`src/rtl/core/assert_macros.svh`:
```
// ----------------------------------------------------------------------------
// assertion macros
// shared helpers for the concurrent checks of the dither core
// ----------------------------------------------------------------------------
`ifndef ASSERT_MACROS_SVH
`define ASSERT_MACROS_SVH

// property checked on every rising edge, off while reset is held
`define ASSERT_AT(label, prop, msg) \
	label: assert property (@(posedge clk) disable iff (!arst_n) prop) else $error(msg);

// condition that must never be seen on a rising edge
`define ASSERT_NEVER(label, cond, msg) \
	`ASSERT_AT(label, !(cond), msg)

`endif

```
`src/rtl/core/edd_pkg.sv`:
```
// ----------------------------------------------------------------------------
// edd_pkg
// types, constants and helpers shared by the error diffusion dither core
// ----------------------------------------------------------------------------
package edd_pkg;

	// defaults for the top level parameters
	localparam int MAX_WIDTH_DEF = 1024;
	localparam int FRAC_BITS_DEF = 16;

	// weight format: Q.27, jitter product and split point for the multipliers
	localparam int WFRAC    = 27;
	localparam int WT_W     = 36;
	localparam int WT_SPLIT = 18;
	localparam int JP_W     = 33;

	// configuration port
	localparam int CFG_IDX_W  = 2;
	localparam int CFG_DATA_W = 16;
	localparam int IMG_W_W    = 11;

	localparam logic [IMG_W_W-1:0] IMAGE_WIDTH_RST = 11'd1024;

	typedef enum logic [CFG_IDX_W-1:0] {
		CFG_IMAGE_WIDTH    = 2'd0,
		CFG_SERPENTINE_OFF = 2'd1,
		CFG_FIXED_WEIGHTS  = 2'd2,
		CFG_JITTER_SCALE   = 2'd3
	} edd_cfg_idx_t;

	// sequencer states
	typedef enum logic [2:0] {
		ST_CLEAR,
		ST_IDLE,
		ST_ISSUE,
		ST_DIFF,
		ST_MUL,
		ST_UPD,
		ST_WLAST
	} edd_state_t;

	// channel payloads
	typedef struct packed {
		logic               frame_start;
		logic [15:0]        sample;
		logic signed [15:0] jitter_a;
		logic signed [15:0] jitter_b;
	} edd_in_t;

	typedef struct packed {
		logic pixel_bit;
		logic row_end;
	} edd_out_t;

	typedef struct packed {
		logic [CFG_IDX_W-1:0]  index;
		logic [CFG_DATA_W-1:0] value;
	} edd_cfg_t;

	// clamp a wide signed value to the signed range of eb bits
	function automatic logic signed [63:0] sat_wide(input logic signed [63:0] x,
			input int unsigned eb);
		logic signed [63:0] hi;
		logic signed [63:0] lo;
		hi = (64'sd1 <<< (eb - 1)) - 64'sd1;
		lo = -(64'sd1 <<< (eb - 1));
		if (x > hi) begin
			return hi;
		end else if (x < lo) begin
			return lo;
		end
		return x;
	endfunction

endpackage

```
`src/rtl/core/edd_contrib.sv`:
```
// ----------------------------------------------------------------------------
// edd_contrib
// one diffusion lane: error times weight, rounded to the error format
// ----------------------------------------------------------------------------
module edd_contrib #(
	parameter int ERR_BITS = edd_pkg::FRAC_BITS_DEF + 4
) (
	input  logic                       clk,
	input  logic                       ld,
	input  logic signed [ERR_BITS-1:0] err,
	input  logic signed [edd_pkg::WT_W-1:0] weight,
	output logic signed [ERR_BITS-1:0] contrib
);

	localparam int SPLIT = edd_pkg::WT_SPLIT;
	localparam int WTW   = edd_pkg::WT_W;
	localparam int PL_W  = ERR_BITS + SPLIT + 1;
	localparam int PH_W  = ERR_BITS + WTW - SPLIT;
	localparam int SUM_W = ERR_BITS + WTW + 1;
	localparam int SH    = edd_pkg::WFRAC + 4;

	localparam logic signed [SUM_W-1:0] RND_V = SUM_W'(64'sd1 <<< (SH - 1));

	logic signed [PL_W-1:0]  pl_s1;
	logic signed [PH_W-1:0]  ph_s1;
	logic signed [SUM_W-1:0] sum;
	logic signed [SUM_W-SH-1:0] quo;

	// two partial products, low weight half taken as unsigned
	always_ff @(posedge clk) begin
		if (ld) begin
			pl_s1 <= err * $signed({1'b0, weight[SPLIT-1:0]});
			ph_s1 <= err * $signed(weight[WTW-1:SPLIT]);
		end
	end

	// recombine, round half up, floor shift and saturate
	always_comb begin
		sum     = (SUM_W'(ph_s1) <<< SPLIT) + SUM_W'(pl_s1) + RND_V;
		quo     = $signed(sum[SUM_W-1:SH]);
		contrib = ERR_BITS'(edd_pkg::sat_wide(64'(quo), ERR_BITS));
	end

endmodule

```
`config.mk`:
```
export PLATFORM = sky130hd
export DESIGN_NAME = edd_contrib
export DESIGN_NICKNAME = d
export VERILOG_FILES = /design/src/rtl/core/assert_macros.svh /design/src/rtl/core/edd_pkg.sv /design/src/rtl/core/edd_contrib.sv
export SDC_FILE = /design/constraint.sdc
export NUM_CORES = 2
export LEC_CHECK = 0
export BUFFER_PORTS_ARGS = -buffer_cell sky130_fd_sc_hd__buf_2
export CORE_UTILIZATION = 40
export DETAILED_ROUTE_END_ITERATION = 8
export PLACE_DENSITY_LB_ADDON = 0.05
export SYNTH_ARGS = -nofsm -noshare
export SYNTH_HDL_FRONTEND = slang
export SYNTH_SLANG_ARGS = --single-unit
```
`constraint.sdc`:
```
create_clock -name clk -period 10.5 [get_ports clk]
set_clock_uncertainty 0.05 [all_clocks]
set_input_delay 2.1 -clock clk [delete_from_list [all_inputs] [get_ports clk]]
set_output_delay 2.1 -clock clk [all_outputs]
set_load 0.1 [all_outputs]
```
After elaboration in Yosys (flattened, before gate mapping):

Index checks and enable logic that the tools add are counted.

* multipliers: 2
* add/subtract/negate cells: 2
* mux-type cells: 5
* magnitude comparators: 2

Operators by type and width (number)
* $mux W20: 3
* $add A56 B39 Y57: 1
* $add A57 B32 Y57 const B: 1
* $mul A20 B19 Y39: 1
* $mul A20 B18 Y38: 1
* $gt A26 B20 Y1 const B: 1
* $lt A26 B20 Y1 const B: 1
* $mux W1: 2

* logic and storage cells: 13
* output and inout bits: 20
* flip-flop bits (word level): 77

Logic depth before layout (Yosys ltp):

* depth in word-level cells: 6
* depth in mapped cells: 27
* gate-level depth less buffers: 25

Worst setup path before layout:

Ideal clock, no wire load.

* kind: input to register
* from: input port err[19]
* to: register ph_s1[37] (data pin)
* data required time: 10.187 ns
* buffers on the path: 2
* setup slack: 1.874 ns
* arrival: 8.314 ns
* cell stages on the path: 26
* path through: clkbuf_1 > clkbuf_1 > nand2_1 > inv_1 > fa_1 > inv_1 > fa_1 > inv_1 > ha_1 > inv_1 > fa_1 > inv_1 > fa_1 > inv_1 > fa_1 > inv_1 > ha_1 > a21o_1 > a21o_1 > a21o_1 > a21o_1 > or3_1 > a211o_1 > a31o_2 > a311oi_1 > xnor2_1

* longest elaborated chain between the ends: 1

RTL lines
* start: declaration: line edd_contrib.sv:10 `input logic signed [ERR_BITS-1:0] err,`
* $mul A20 B18 Y38: line edd_contrib.sv:33 `ph_s1 <= err * $signed(weight[WTW-1:SPLIT]);`
* end signal: assignment: line edd_contrib.sv:33
* end: declaration: line edd_contrib.sv:25 `logic signed [PH_W-1:0] ph_s1;`

No other way between the ends.
A chain may end at the register's enable or synchronous reset.

Final worst setup path:

* from: input port err[8]
* to: register pl_s1[32] (data pin)

* longest elaborated chain between the ends: 1

RTL lines
* $mul A20 B19 Y39: line edd_contrib.sv:32 `pl_s1 <= err * $signed({1'b0, weight[SPLIT-1:0]});`
* end signal: assignment: line edd_contrib.sv:32
* end: declaration: line edd_contrib.sv:24 `logic signed [PL_W-1:0] pl_s1;`

No other way between the ends.

==> results.cfg <==
[sta]
drv_slew = 0
finalHoldViolations = 0
min_period_ns = 9.344
max_slew_margin_pct = 37.92
period_share_pct = 88.99
tightest_slew_ns = 0.9312
hold_slack_ns = 2.328
setup_violations = 0
fmax_mhz = 107.0
rsz0062_at_grt = false
fin_tns_setup_ns = 0

[clocking]
cts_root_buf = clkbuf_16
path_clk_slew_ns = 0.06
cts_resized = 0
cts_tree = yes
cts_made_buffers = 9
htreeDepth = 3
cts_max_path_buffers = 2
cts_setup_buffers = 0
cts_hold_buf = 0
cts.sinks = 59

[worst_setup_path]
worstPathRequired_ns = 10.51
crit_arrival_ns = 9.35
startpoint_type = input pin
crit_path_end_kind = flop
path_max_fanout = 36
critPathKind = in -> reg

[yosys]
synth_xor_area_share_pct = 2.387
ys_ff_latch = 59
yosysTopAreaCell = fa_1
syn_nets = 4354
ys_async_sr_fraction_pct = 0
ys_seq_area_share_pct = 5.817
postSynthAreaPerCell_um2 = 9.223
synth.top_cell.area_share_pct = 47.66
synthFlopType = edfxtp_1
netlist_area_um2 = 30460
synth_top_family_by_area = adder cells
synth_compound_area_share_pct = 5.427
synth_mux_area_share_pct = 0.06573
synth_fa_ha_area_share_pct = 58.71
yosys.area_share.simple_pct = 15.04
syn_inst = 3302
ys_warn_count = 0
synth-edff-count = 59
synthTopCellsByArea = fa_1 (48%), ha_1 (11%), inv_1 (11%), and2_1 (7.9%), edfxtp_1 (5.8%)
synthDistinctLibCells = 67

[detailed_routing]
remaining_drc_errors = 0
ant_nets = 0
drt_iter0_markers = 972
firstDrtPassIters = 5
drt-total-wl_mm = 80.90
routedWlPerCell_um = 19.14
routed_via_density = 5.004
vias = 21149

[cells_and_area]
nNetsFinal = 4303
fillerInstances = 7469
stdcell_count = 4226
regArea_um2 = 1772
area_growth_pct = 4.618
drive_gt1_share_pct = 3.747
multi_input_area_um2 = 24860
final_area_um2 = 31860

[placed_design]
place_congestion = 0.8504
hpwl_mm = 67.29
place_area_um2 = 31570
dp_cells = 4209
port_buffers = 77

[grt]
grt_pass1_wl_mm = 132.7
antenna_found_initial = 4
grt_max_degree = 60
grt_usage_pct = 22.30
overflow = 0
first_global_vias = 24149

[die]
fp-row-count = 100
die_y_um = 277.9
io-pin-count = 78
initial_core_util_pct = 40.64
core-area_um2 = 74950
die_w_um = 277.9
fp.dieArea_um2 = 77250

[outcome]
outcome = finished, final reports clean

[worst_hold_path]
hold_class = in -> reg

[job]
maxCapViolations = 0
[cells in the mapped netlist (34+ instances only)]
| master | n |
|---|---|
| a21oi_1 | 73 |
| o21ai_0 | 34 |
| and2_1 | 383 |
| ha_1 | 269 |
| clkbuf_1 | 148 |
| nand2_1 | 349 |
| nor2_1 | 73 |
| a21o_1 | 58 |
| xnor2_1 | 59 |
| inv_1 | 854 |
| edfxtp_1 | 59 |
| fa_1 | 725 |
[registers in the layout, summed over array words and instances, names as in the netlist]
| register | count |
|---|---|
| pl_s1 | 21 |
| ph_s1 | 38 |
[kinds of logic (layout without fill, tap and decap cells)]
group	count (synthesis)	after routing
other cells	0	1
fa+ha+maj	994	994
xor+xnor	83	83
buf+inv	1012	966
mux	2	2
compound gates	248	248
simple gates	904	904
flops	59	59
[worst paths after layout]
| check | start | endpoint | cells after the start |
|---|---|---|---|
| worst min-delay path | weight[18] | ph_s1[0] | 2 |
| worst max-delay path | err[8] | pl_s1[32] | 21 |
[cells in the final DEF, fill, tap and decap left out, types with 17 or more instances in the layout]
master | synthesis | layout
inv_1 | 854 | 854
fa_1 | 725 | 725
and2_1 | 383 | 383
nand2_1 | 349 | 349
ha_1 | 269 | 269
buf_2 | 2 | 77
nor2_1 | 73 | 73
a21oi_1 | 73 | 73
xnor2_1 | 59 | 59
edfxtp_1 | 59 | 59
a21o_1 | 58 | 58
o21ai_0 | 34 | 34
xor2_1 | 24 | 24
nand4_1 | 22 | 22
buf_4 | 1 | 18
nor3_1 | 17 | 17
[layout make-up]
type                            instances  share of cell area (%)
Multi-Input combinational cell       2231                   78.02
Inverter                              855                   10.07
Sequential cell                        59                   5.561
Tap cell                              969                   3.805
Timing Repair Buffer                   95                   1.634
Clock buffer                           10                  0.7186
Clock inverter                          6                  0.1767
Antenna cell                            1                0.007854
[metal layers]
metal / vias up / share of wire, % / GRT usage [%]
met3: 91 / 4.1 / 2.955
met4: 6 / 2.4 / 5.922
met1: 11060 / 45 / 29.67
met5: - / 0.043 / 0
li1: 9601 / - / -
met2: 391 / 48 / 38.17
[metrics by stage]
| stage | utilization, % | setup slack, ns |
|---|---|---|
| 6_report | 42.51 | 1.156 |
| 5_1_grt | 42.51 | 0.7823 |
| 4_1_cts | 42.51 | 1.251 |
| 3_5_place_dp | 42.13 | 0.8577 |
| 3_3_place_gp | 42.13 | 0.9529 |
| 2_1_floorplan | - | 1.874 |
[worst max-delay path, cell delays in order]
cell      delay, ns
buf_2          0.66
nand2_1        0.18
fa_1           0.53
fa_1           0.46
fa_1           0.52
fa_1           0.54
inv_1          0.05
fa_1           0.47
inv_1          0.05
fa_1           0.47
inv_1          0.04
ha_1           0.31
a21o_1         0.21
a31o_2         0.21
a221oi_1       0.29
o21ai_0        0.19
o211ai_2       0.38
a21boi_1       0.20
a311o_1        0.46
a21o_1         0.26
o311ai_0       0.74
Power is not shown: default switching activity piles up to over one toggle a cycle in this logic, so the estimate is an artifact.
